--- src/hw/rtl/ipfe_pkg.sv ---
// shared types and constants of the imu packet field extractor
`timescale 1ns / 1ps

package ipfe_pkg;

    localparam int KIND_COUNT  = 3;
    localparam int SCALE_W     = 28;
    localparam int VALUE_W     = 29;
    localparam int RAW_W       = 16;
    localparam int PROD_W      = RAW_W + SCALE_W + 1;
    localparam int FRAC_SHIFT  = 15;
    localparam int DATA_BYTES  = 6;

    localparam logic [7:0] SYNC_BYTE = 8'h55;

    // packet kinds, also the result code on packet_kind
    typedef enum logic [1:0] {
        KIND_ACCEL = 2'd0,
        KIND_RATE  = 2'd1,
        KIND_ANGLE = 2'd2
    } kind_t;

    // configuration register indexes
    localparam logic [1:0] CFG_ACCEL_SCALE = 2'd0;
    localparam logic [1:0] CFG_RATE_SCALE  = 2'd1;
    localparam logic [1:0] CFG_ANGLE_SCALE = 2'd2;

    localparam logic [SCALE_W-1:0] ACCEL_SCALE_RST = 28'd10276045;
    localparam logic [SCALE_W-1:0] RATE_SCALE_RST  = 28'd131072000;
    localparam logic [SCALE_W-1:0] ANGLE_SCALE_RST = 28'd11796480;

    // capture progress codes
    localparam logic [2:0] PROG_IDLE = 3'd0;
    localparam logic [2:0] PROG_DONE = 3'd7;

    // header byte that follows the sync byte, per kind
    function automatic logic [7:0] kind_header(input logic [1:0] k);
        logic [7:0] h;
        case (k)
            KIND_ACCEL: h = 8'h51;
            KIND_RATE:  h = 8'h52;
            KIND_ANGLE: h = 8'h53;
            default:    h = 8'h00;
        endcase
        return h;
    endfunction

    // one finished buffer: found flags and the six data bytes of each kind
    typedef struct packed {
        logic [KIND_COUNT-1:0]                  found;
        logic [KIND_COUNT-1:0][8*DATA_BYTES-1:0] data;
    } job_t;

    // one result item
    typedef struct packed {
        kind_t                     kind;
        logic                      found;
        logic signed [VALUE_W-1:0] value_x;
        logic signed [VALUE_W-1:0] value_y;
        logic signed [VALUE_W-1:0] value_z;
        logic                      last;
    } result_t;

endpackage

--- src/hw/rtl/imu_packet_field_extractor.sv ---
// path: a buffer's last byte pushes it into the job queue; its three results then pass the
// product stage and are written to the result queue. throughput: one byte per cycle while
// full is low; the back part gives one result per cycle while the result queue has room,
// so a buffer shorter than three bytes holds input through the job queue
// reset: async active low, clears tracking, queues and restores the scale registers
`timescale 1ns / 1ps

module imu_packet_field_extractor #(
    parameter int JOB_DEPTH = 2,
    parameter int OUT_DEPTH = 4
) (
    input  logic                          clk,
    input  logic                          rst_n,
    input  logic                          cfg_write,
    input  logic [1:0]                    cfg_index,
    input  logic [ipfe_pkg::SCALE_W-1:0]  cfg_data,
    input  logic                          push,
    output logic                          full,
    input  logic [7:0]                    rx_byte,
    input  logic                          buffer_end,
    output logic                          empty,
    input  logic                          pop,
    output logic [1:0]                    packet_kind,
    output logic                          found,
    output logic signed [ipfe_pkg::VALUE_W-1:0] value_x,
    output logic signed [ipfe_pkg::VALUE_W-1:0] value_y,
    output logic signed [ipfe_pkg::VALUE_W-1:0] value_z,
    output logic                          last_of_run
);

    import ipfe_pkg::*;

    localparam int OUT_CW = $clog2(OUT_DEPTH + 1);

    logic              take;
    logic              job_push;
    job_t              job_in;
    job_t              job_out;
    logic              job_pop;
    logic              job_empty;
    logic              res_push;
    result_t           res_in;
    result_t           res_out;
    logic [OUT_CW-1:0] out_count;

    assign take = push && !full;

    // byte tracking
    ipfe_front u_front (
        .clk        (clk),
        .rst_n      (rst_n),
        .take       (take),
        .rx_byte    (rx_byte),
        .buffer_end (buffer_end),
        .job_push   (job_push),
        .job        (job_in)
    );

    // finished buffers waiting for the scaler
    ipfe_fifo #(
        .WIDTH ($bits(job_t)),
        .DEPTH (JOB_DEPTH)
    ) u_job_q (
        .clk     (clk),
        .rst_n   (rst_n),
        .wr_en   (job_push),
        .wr_data (job_in),
        .rd_en   (job_pop),
        .rd_data (job_out),
        .full    (full),
        .empty   (job_empty),
        .count   ()
    );

    // scaling
    ipfe_back #(
        .OUT_DEPTH (OUT_DEPTH)
    ) u_back (
        .clk       (clk),
        .rst_n     (rst_n),
        .cfg_write (cfg_write),
        .cfg_index (cfg_index),
        .cfg_data  (cfg_data),
        .job_empty (job_empty),
        .job       (job_out),
        .job_pop   (job_pop),
        .out_count (out_count),
        .res_push  (res_push),
        .res       (res_in)
    );

    // result queue toward the consumer
    ipfe_fifo #(
        .WIDTH ($bits(result_t)),
        .DEPTH (OUT_DEPTH)
    ) u_out_q (
        .clk     (clk),
        .rst_n   (rst_n),
        .wr_en   (res_push),
        .wr_data (res_in),
        .rd_en   (pop),
        .rd_data (res_out),
        .full    (),
        .empty   (empty),
        .count   (out_count)
    );

    assign packet_kind = res_out.kind;
    assign found       = res_out.found;
    assign value_x     = res_out.value_x;
    assign value_y     = res_out.value_y;
    assign value_z     = res_out.value_z;
    assign last_of_run = res_out.last;

endmodule

--- src/hw/rtl/ipfe_fifo.sv ---
// small register queue with count, used between the pipeline parts and toward the consumer
`timescale 1ns / 1ps

module ipfe_fifo #(
    parameter int WIDTH = 8,
    parameter int DEPTH = 2
) (
    input  logic                         clk,
    input  logic                         rst_n,
    input  logic                         wr_en,
    input  logic [WIDTH-1:0]             wr_data,
    input  logic                         rd_en,
    output logic [WIDTH-1:0]             rd_data,
    output logic                         full,
    output logic                         empty,
    output logic [$clog2(DEPTH+1)-1:0]   count
);

    localparam int AW = $clog2(DEPTH);
    localparam int CW = $clog2(DEPTH + 1);

    logic [WIDTH-1:0] mem [DEPTH];
    logic [AW-1:0]    wr_ptr_reg, wr_ptr_next;
    logic [AW-1:0]    rd_ptr_reg, rd_ptr_next;
    logic [CW-1:0]    count_reg, count_next;
    logic             do_wr;
    logic             do_rd;

    assign full    = (count_reg == CW'(DEPTH));
    assign empty   = (count_reg == '0);
    assign count   = count_reg;
    assign rd_data = mem[rd_ptr_reg];
    assign do_wr   = wr_en && !full;
    assign do_rd   = rd_en && !empty;

    // pointer and count update
    always_comb
    begin
        wr_ptr_next = wr_ptr_reg;
        rd_ptr_next = rd_ptr_reg;
        count_next  = count_reg;
        if (do_wr)
        begin
            wr_ptr_next = (wr_ptr_reg == AW'(DEPTH - 1)) ? '0 : wr_ptr_reg + AW'(1);
        end
        if (do_rd)
        begin
            rd_ptr_next = (rd_ptr_reg == AW'(DEPTH - 1)) ? '0 : rd_ptr_reg + AW'(1);
        end
        if (do_wr && !do_rd)
        begin
            count_next = count_reg + CW'(1);
        end
        else if (do_rd && !do_wr)
        begin
            count_next = count_reg - CW'(1);
        end
    end

    always_ff @(posedge clk or negedge rst_n)
    begin
        if (!rst_n)
        begin
            wr_ptr_reg <= '0;
            rd_ptr_reg <= '0;
            count_reg  <= '0;
        end
        else
        begin
            wr_ptr_reg <= wr_ptr_next;
            rd_ptr_reg <= rd_ptr_next;
            count_reg  <= count_next;
        end
    end

    // storage
    always_ff @(posedge clk)
    begin
        if (do_wr)
        begin
            mem[wr_ptr_reg] <= wr_data;
        end
    end

endmodule

--- src/hw/rtl/ipfe_front.sv ---
// byte tracker: finds header pairs per kind and captures the data bytes
`timescale 1ns / 1ps

module ipfe_front (
    input  logic          clk,
    input  logic          rst_n,
    input  logic          take,
    input  logic [7:0]    rx_byte,
    input  logic          buffer_end,
    output logic          job_push,
    output ipfe_pkg::job_t job
);

    import ipfe_pkg::*;

    logic [7:0] prev_reg;
    logic [2:0] prog_reg  [KIND_COUNT];
    logic [2:0] prog_next [KIND_COUNT];
    logic [DATA_BYTES-1:0][7:0] bytes_reg  [KIND_COUNT];
    logic [DATA_BYTES-1:0][7:0] bytes_next [KIND_COUNT];

    // per kind capture step for the byte being taken
    always_comb
    begin
        for (int k = 0; k < KIND_COUNT; k++)
        begin
            prog_next[k]  = prog_reg[k];
            bytes_next[k] = bytes_reg[k];
            if (take)
            begin
                if (prog_reg[k] == PROG_IDLE)
                begin
                    if (prev_reg == SYNC_BYTE && rx_byte == kind_header(2'(k)))
                    begin
                        prog_next[k] = 3'd1;
                    end
                end
                else if (prog_reg[k] != PROG_DONE)
                begin
                    bytes_next[k][prog_reg[k] - 3'd1] = rx_byte;
                    prog_next[k] = prog_reg[k] + 3'd1;
                end
            end
        end
    end

    // finished buffer goes out as one item for the back part
    always_comb
    begin
        for (int k = 0; k < KIND_COUNT; k++)
        begin
            job.found[k] = (prog_next[k] == PROG_DONE);
            job.data[k]  = job.found[k] ? bytes_next[k] : '0;
        end
    end

    assign job_push = take && buffer_end;

    always_ff @(posedge clk or negedge rst_n)
    begin
        if (!rst_n)
        begin
            prev_reg <= '0;
            for (int k = 0; k < KIND_COUNT; k++)
            begin
                prog_reg[k] <= PROG_IDLE;
            end
        end
        else if (take)
        begin
            if (buffer_end)
            begin
                prev_reg <= '0;
                for (int k = 0; k < KIND_COUNT; k++)
                begin
                    prog_reg[k] <= PROG_IDLE;
                end
            end
            else
            begin
                prev_reg <= rx_byte;
                for (int k = 0; k < KIND_COUNT; k++)
                begin
                    prog_reg[k] <= prog_next[k];
                end
            end
        end
    end

    // captured bytes, only read once a kind is complete
    always_ff @(posedge clk)
    begin
        for (int k = 0; k < KIND_COUNT; k++)
        begin
            bytes_reg[k] <= bytes_next[k];
        end
    end

endmodule

--- src/hw/rtl/ipfe_back.sv ---
// scaler: 3 lane multipliers, product stage; 1 result/cycle if not stalled
`timescale 1ns / 1ps

module ipfe_back #(
    parameter int OUT_DEPTH = 4
) (
    input  logic                              clk,
    input  logic                              rst_n,
    input  logic                              cfg_write,
    input  logic [1:0]                        cfg_index,
    input  logic [ipfe_pkg::SCALE_W-1:0]      cfg_data,
    input  logic                              job_empty,
    input  ipfe_pkg::job_t                    job,
    output logic                              job_pop,
    input  logic [$clog2(OUT_DEPTH+1)-1:0]    out_count,
    output logic                              res_push,
    output ipfe_pkg::result_t                 res
);

    import ipfe_pkg::*;

    localparam int CW = $clog2(OUT_DEPTH + 1);

    logic [SCALE_W-1:0]       accel_scale_reg;
    logic [SCALE_W-1:0]       rate_scale_reg;
    logic [SCALE_W-1:0]       angle_scale_reg;
    kind_t                    kind_reg, kind_next;
    logic                     issue;
    logic [SCALE_W-1:0]       scale_sel;
    logic [8*DATA_BYTES-1:0]  data_sel;
    logic signed [PROD_W-1:0] scale_ext;
    logic signed [PROD_W-1:0] prod_next [3];
    logic signed [PROD_W-1:0] prod_reg  [3];
    logic                     stage_valid_reg;
    kind_t                    stage_kind_reg;
    logic                     stage_found_reg;

    // scale registers
    always_ff @(posedge clk or negedge rst_n)
    begin
        if (!rst_n)
        begin
            accel_scale_reg <= ACCEL_SCALE_RST;
            rate_scale_reg  <= RATE_SCALE_RST;
            angle_scale_reg <= ANGLE_SCALE_RST;
        end
        else if (cfg_write)
        begin
            case (cfg_index)
                CFG_ACCEL_SCALE: accel_scale_reg <= cfg_data;
                CFG_RATE_SCALE:  rate_scale_reg  <= cfg_data;
                CFG_ANGLE_SCALE: angle_scale_reg <= cfg_data;
                default:         ;
            endcase
        end
    end

    // issue when a job waits and the result queue has a free slot
    assign issue   = !job_empty &&
                     (({1'b0, out_count} + (CW+1)'(stage_valid_reg)) < (CW+1)'(OUT_DEPTH));
    assign job_pop = issue && (kind_reg == KIND_ANGLE);

    // kind step and lane operand select
    always_comb
    begin
        case (kind_reg)
            KIND_ACCEL:
            begin
                kind_next = KIND_RATE;
                scale_sel = accel_scale_reg;
                data_sel  = job.data[0];
            end
            KIND_RATE:
            begin
                kind_next = KIND_ANGLE;
                scale_sel = rate_scale_reg;
                data_sel  = job.data[1];
            end
            KIND_ANGLE:
            begin
                kind_next = KIND_ACCEL;
                scale_sel = angle_scale_reg;
                data_sel  = job.data[2];
            end
            default:
            begin
                kind_next = KIND_ACCEL;
                scale_sel = '0;
                data_sel  = '0;
            end
        endcase
    end

    // raw axis times scale, one multiplier per axis
    always_comb
    begin
        scale_ext = PROD_W'($signed({1'b0, scale_sel}));
        for (int a = 0; a < 3; a++)
        begin
            prod_next[a] = PROD_W'($signed(data_sel[RAW_W*a +: RAW_W])) * scale_ext;
        end
    end

    always_ff @(posedge clk or negedge rst_n)
    begin
        if (!rst_n)
        begin
            kind_reg        <= KIND_ACCEL;
            stage_valid_reg <= 1'b0;
        end
        else
        begin
            stage_valid_reg <= issue;
            if (issue)
            begin
                kind_reg <= kind_next;
            end
        end
    end

    // product stage payload
    always_ff @(posedge clk)
    begin
        if (issue)
        begin
            stage_kind_reg  <= kind_reg;
            stage_found_reg <= job.found[kind_reg];
            for (int a = 0; a < 3; a++)
            begin
                prod_reg[a] <= prod_next[a];
            end
        end
    end

    // floor divide by 32768 is an arithmetic shift, kept to the value width
    assign res_push      = stage_valid_reg;
    assign res.kind      = stage_kind_reg;
    assign res.found     = stage_found_reg;
    assign res.value_x   = prod_reg[0][FRAC_SHIFT +: VALUE_W];
    assign res.value_y   = prod_reg[1][FRAC_SHIFT +: VALUE_W];
    assign res.value_z   = prod_reg[2][FRAC_SHIFT +: VALUE_W];
    assign res.last      = (stage_kind_reg == KIND_ANGLE);

endmodule

--- config.mk ---
export PLATFORM = sky130hd
export DESIGN_NAME = imu_packet_field_extractor
export DESIGN_NICKNAME = d
export VERILOG_FILES = /design/src/hw/rtl/ipfe_pkg.sv /design/src/hw/rtl/imu_packet_field_extractor.sv /design/src/hw/rtl/ipfe_fifo.sv /design/src/hw/rtl/ipfe_front.sv /design/src/hw/rtl/ipfe_back.sv
export SDC_FILE = /design/constraint.sdc
export NUM_CORES = 2
export LEC_CHECK = 0
export ABC_AREA = 1
export BUFFER_PORTS_ARGS = -buffer_cell sky130_fd_sc_hd__buf_2
export CELL_PAD_IN_SITES_DETAIL_PLACEMENT = 1
export CELL_PAD_IN_SITES_GLOBAL_PLACEMENT = 2
export CORE_MARGIN = 1
export CORE_UTILIZATION = 41
export CTS_CLUSTER_SIZE = 30
export DETAILED_ROUTE_END_ITERATION = 8
export PLACE_DENSITY = 0.92
export SYNTH_ARGS = -nofsm -noshare
export SYNTH_HDL_FRONTEND = slang
export SYNTH_HIERARCHICAL = 1
export SYNTH_SLANG_ARGS = --single-unit
--- constraint.sdc ---
create_clock -name clk -period 10.2 [get_ports clk]
set_input_delay 2.04 -clock clk [delete_from_list [all_inputs] [get_ports clk]]
set_output_delay 2.04 -clock clk [all_outputs]
set_load 0.01 [all_outputs]
## After elaboration in Yosys (flattened, before gate mapping)

Memory sizes are Yosys's and may differ from the RTL's.
Index checks and enable logic that the tools add are counted.

| storage, ports and cells | value |
|---|---|
| register bits | 118 |
| memory bits (writable) | 937 |
| memories | 4 |

| cells by class | value |
|---|---|
| add/sub/neg operators | 15 |
| multipliers | 3 |
| order comparisons | 8 |
| equal/unequal tests | 19 |
| mux-type cells | 60 |
| reductions and logical operators | 38 |

Memories:

| memory | words | bits a word | read ports | clocked after memory_dff | wr ports | line | RTL |
|---|---|---|---|---|---|---|---|
| u_out_q.mem | 4 | 91 | 1 | 0 | 1 | ipfe_fifo.sv:22 | `logic [WIDTH-1:0] mem [DEPTH];` |
| u_job_q.mem | 2 | 147 | 1 | 0 | 1 | ipfe_fifo.sv:22 |  |
| u_front.bytes_reg | 3 | 48 | 3 | 0 | 3 | ipfe_front.sv:19 | `logic [DATA_BYTES-1:0][7:0] bytes_reg [KIND_COUNT];` |
| u_back.prod_reg | 3 | 45 | 3 | 0 | 3 | ipfe_back.sv:33 | `logic signed [PROD_W-1:0] prod_reg [3];` |

Operators by type and width:

| cell | count |
|---|---|
| 2-to-1 mux 48 bit | 12 |
| bitwise mux 48 bit | 3 |
| one-hot mux 48 bit (3 select lines) | 1 |
| multiplier 16 x 29 -> 45 bit | 3 |
| one-hot mux 28 bit (3 select lines) | 1 |
| 2-to-1 mux 8 bit | 10 |
| demux 8 bit (select 3 bit) | 3 |
| 2-to-1 mux 3 bit | 14 |
| == test 8 bit | 3 |
| logical AND 1 bit | 18 |
| adder 3 x 1 -> 3 bit, second input constant | 4 |
| == test 2 bit, second input constant | 6 |
| == test 3 bit, second input constant | 4 |
| zero test 3 bit | 4 |
| less-than comparator 3 x 4 -> 1 bit, second input constant | 3 |
| subtractor 3 x 1 -> 3 bit, second input constant | 4 |
| greater-or-equal comparator 3 x 1 -> 1 bit, second input constant | 3 |
| 2-to-1 mux 1 bit | 9 |
| 2-to-1 mux 9 bit | 1 |
| inequality test 3 bit, second input constant | 3 |
| == test 8 x 7 -> 1 bit, second input constant | 1 |
| zero test 1 bit | 8 |
| 2-to-1 mux 2 bit | 4 |
| adder 2 x 1 -> 2 bit, second input constant | 3 |
| 11 further kinds | 18 |

## Longest topological paths before layout

| logic depth | value |
|---|---|
| depth in word-level cells | 11 |
| mapped depth | 37 |

## Cells and area by module

Netlist, hierarchy kept.

By module, submodules not included:

| module | instances | cells each | area each (µm²) |
|---|---|---|---|
| ipfe_back | 1 | 6,985 | 53,662.7 |
| ipfe_fifo (u_out_q) | 1 | 1,122 | 15,129.5 |
| ipfe_fifo (u_job_q) | 1 | 800 | 10,988.0 |
| ipfe_front | 1 | 1,294 | 8,214.1 |
| imu_packet_field_extractor | 1 | 2 | 10.0 |

## Worst setup path before layout

No wires, ideal clock.

| path | value |
|---|---|
| kind | input port to flip-flop |
| start point | input port push |
| end point | memory u_job_q/mem[1][0] in the netlist's numbering, enable pin |
| library setup time | 655 ps |
| arrival | 8,957 ps |
| slack | 587 ps |
| stages | 9 |
| buffers on the path | 3 |
| path through | inv_1 -> nor2_2 -> buf_4 -> buf_4 -> buf_4 -> nand2_1 -> inv_1 -> o21ai_0 -> nor2_1 |

| on the way | value |
|---|---|
| longest elaborated chain between the ends | 5 |

Ends and longest elaborated chain:

| what | line | RTL |
|---|---|---|
| start, declared | imu_packet_field_extractor.sv:17 | `input logic push,` |
| logical AND 1 bit | imu_packet_field_extractor.sv:46 | `assign take = push && !full;` |
| via take | imu_packet_field_extractor.sv:35 | `logic take;` |
| logical AND 1 bit | ipfe_front.sv:57 | `assign job_push = take && buffer_end;` |
| via job_push | imu_packet_field_extractor.sv:36 | `logic job_push;` |
| logical AND 1 bit | ipfe_fifo.sv:33 | `assign do_wr = wr_en && !full;` |
| 2-to-1 mux 1 bit | ipfe_fifo.sv:79 | `if (do_wr)` |
| 2-to-1 mux 1 bit (not written as such) | ipfe_fifo.sv:81 | `mem[wr_ptr_reg] <= wr_data;` |
| end, declared | ipfe_fifo.sv:22 |  |

The timed path passes the listed nets, and every way through them passes these cells.

==> flow_metrics.env <==
export IMPL_ys_warn_count=6
export IMPL_max_freq_mhz=115
export IMPL_grt_pass1_vias=74419
export IMPL_cp_data_arrival_time_ns=9.18
export IMPL_antenna_left=0
export IMPL_min_period_over_period=0.852
export IMPL_fin_ws_ns=1.51
export IMPL_syn_area_mm2=0.0880
export IMPL_clk_pin_slew_ns=0.06
export IMPL_gp_congestion=0.900
export IMPL_fp_dieH_um=465
export IMPL_first_pass_iters=5
export IMPL_fin_nets=11726
export IMPL_skew_ns=0.0366
export IMPL_root_buffer="clkbuf_16"
export IMPL_ioPinCount=137
export IMPL_clockBufferDepth=3
export IMPL_largest_reg_flops=364
export IMPL_worst_pin_slew_ns=1.33
export IMPL_crit_fanout=29
export IMPL_grt_pass1_wl_um=430000
export IMPL_die_x_um=465
export IMPL_cts_resized=0
export IMPL_worstPathRequired_ns=10.70
export IMPL_crit_top_cell="nand2_1"
export IMPL_critical_path_top_delay_family="adder cells"
export IMPL_finalHoldViolations=0
export IMPL_via_per_inst=5.10
export IMPL_ctsHoldBuffers=0
export IMPL_h_tree_depth=3
export IMPL_worst_path_max_delay_cell="clkinv_1"
export IMPL_critPathMaxStageDelay_ns=0.96
export IMPL_min_period_ns=8.69
export IMPL_area_delta_synth_final_pct=7.59
export IMPL_start_kind="flop"
export IMPL_clock_sinks=1007
export IMPL_track_usage=0.258
export IMPL_syn_avg_cell_area_um2=8.63
export IMPL_layout_commonest_cell="nand2_1"
export IMPL_clock_latency_ns=0.77
export IMPL_crit_type="reg -> reg"
export IMPL_cp_end_kind="flop"
export IMPL_syn_instance_count=10202
export IMPL_drc=0
export IMPL_vias=66656
export IMPL_routed_wl_um=275000
export IMPL_overflow=0
export IMPL_cts_tree="yes"
export IMPL_cap_viol_max_count=0
export IMPL_timing_setup_tns_ns=0
export IMPL_dp_slack_ns=1.54
export IMPL_dieArea_mm2=0.216
export IMPL_cts_setup_buffers=0
export IMPL_core_area_mm2=0.213
export IMPL_wire_per_inst_um=21.0
export IMPL_initial_core_util=0.414
export IMPL_hpwl_um=203000
export IMPL_antenna_found_initial=6
export IMPL_rsz0062_at_grt="no"
export IMPL_syn_num_nets=11759
export IMPL_grt_max_degree=149
export IMPL_setup_viol_count_final=0
export IMPL_slew_headroom=0.109
export IMPL_slew_violations=0
export IMPL_layout_drive_gt1_share=0.0624
export IMPL_final_cell_mix="3100 x nand2_1, 2668 x inv_1, 1084 x fa_1"
export IMPL_n_fill_cell=25219
export IMPL_status="finished clean"
export IMPL_hold_path_class="reg -> reg"
export IMPL_cp_num_buf_inv=8
export IMPL_row_count=169
export IMPL_cts_made_buffers=106
export IMPL_io_buffers=136
export IMPL_drtIter0Drc=4358
==> final timing paths <==
path / start / end / slack [ns] / cells past startpoint
worst max-delay path: u_back/kind_reg[1]$_DFFE_PN0P_ / u_back/prod_reg[0][123]$_DFFE_PP_ / 1.51 / 28
worst min-delay path: u_job_q/wr_ptr_reg$_DFFE_PN0N_ / u_job_q/wr_ptr_reg$_DFFE_PN0N_ / 0.48 / 2
worst max register to register: u_back/kind_reg[1]$_DFFE_PN0P_ / u_back/prod_reg[0][123]$_DFFE_PP_ / 1.51 / 28
worst min register to register: u_job_q/wr_ptr_reg$_DFFE_PN0N_ / u_job_q/wr_ptr_reg$_DFFE_PN0N_ / 0.48 / 2
max in group asynchronous: rst_n / u_out_q/rd_ptr_reg[1]$_DFFE_PN0P_ / 7.49 / 2
min in group asynchronous: rst_n / u_back/accel_scale_reg[16]$_DFFE_PN0P_ / 1.28 / 1
==> worst reg2reg max path, delay by kind of cell, from the launching register on <==
family          cells  cell delay (ns)
buf+inv             8             2.40
fa+ha+maj           7             3.37
simple gates       12             1.66
compound gates      1             0.40
flops               1             0.60
==> layout make-up <==
cell class | count | area, um2 | area share
flip-flops and latches | 1007 | 28300 | 0.299
clock inverters | 54 | 449 | 0.00474
repair buffers | 268 | 1850 | 0.0196
inverters | 2695 | 10100 | 0.107
well taps | 2821 | 3530 | 0.0373
clock buffers | 142 | 2890 | 0.0305
diodes | 3 | 7.51 | 0.0000793
multi-input cells | 6091 | 47600 | 0.502
==> per-stage QoR <==
step | utilization | instances | hold WS (ns) | cell area (um2)
final | 0.445 | 13081 | 0.483 | 94700
after global routing | 0.445 | 13078 | 0.508 | 94700
after CTS | 0.445 | 13078 | 0.482 | 94700
after detailed placement | 0.429 | 12882 | 0.466 | 91300
after global placement | 0.429 | 12882 | 0.463 | 91300
after floorplan | - | 10202 | 0.447 | 88000
==> per-layer routing <==
layer	global-route usage	up-vias	wire [um]
met5	0	-	30
met4	0.0699	6	7140
met3	0.0362	407	15000
met2	0.438	1729	132000
met1	0.344	34370	121000
li1	-	30144	-
Power is left out: the tool's default activity adds up to more than one toggle a clock period on the data nets, which glitch-free logic cannot reach.
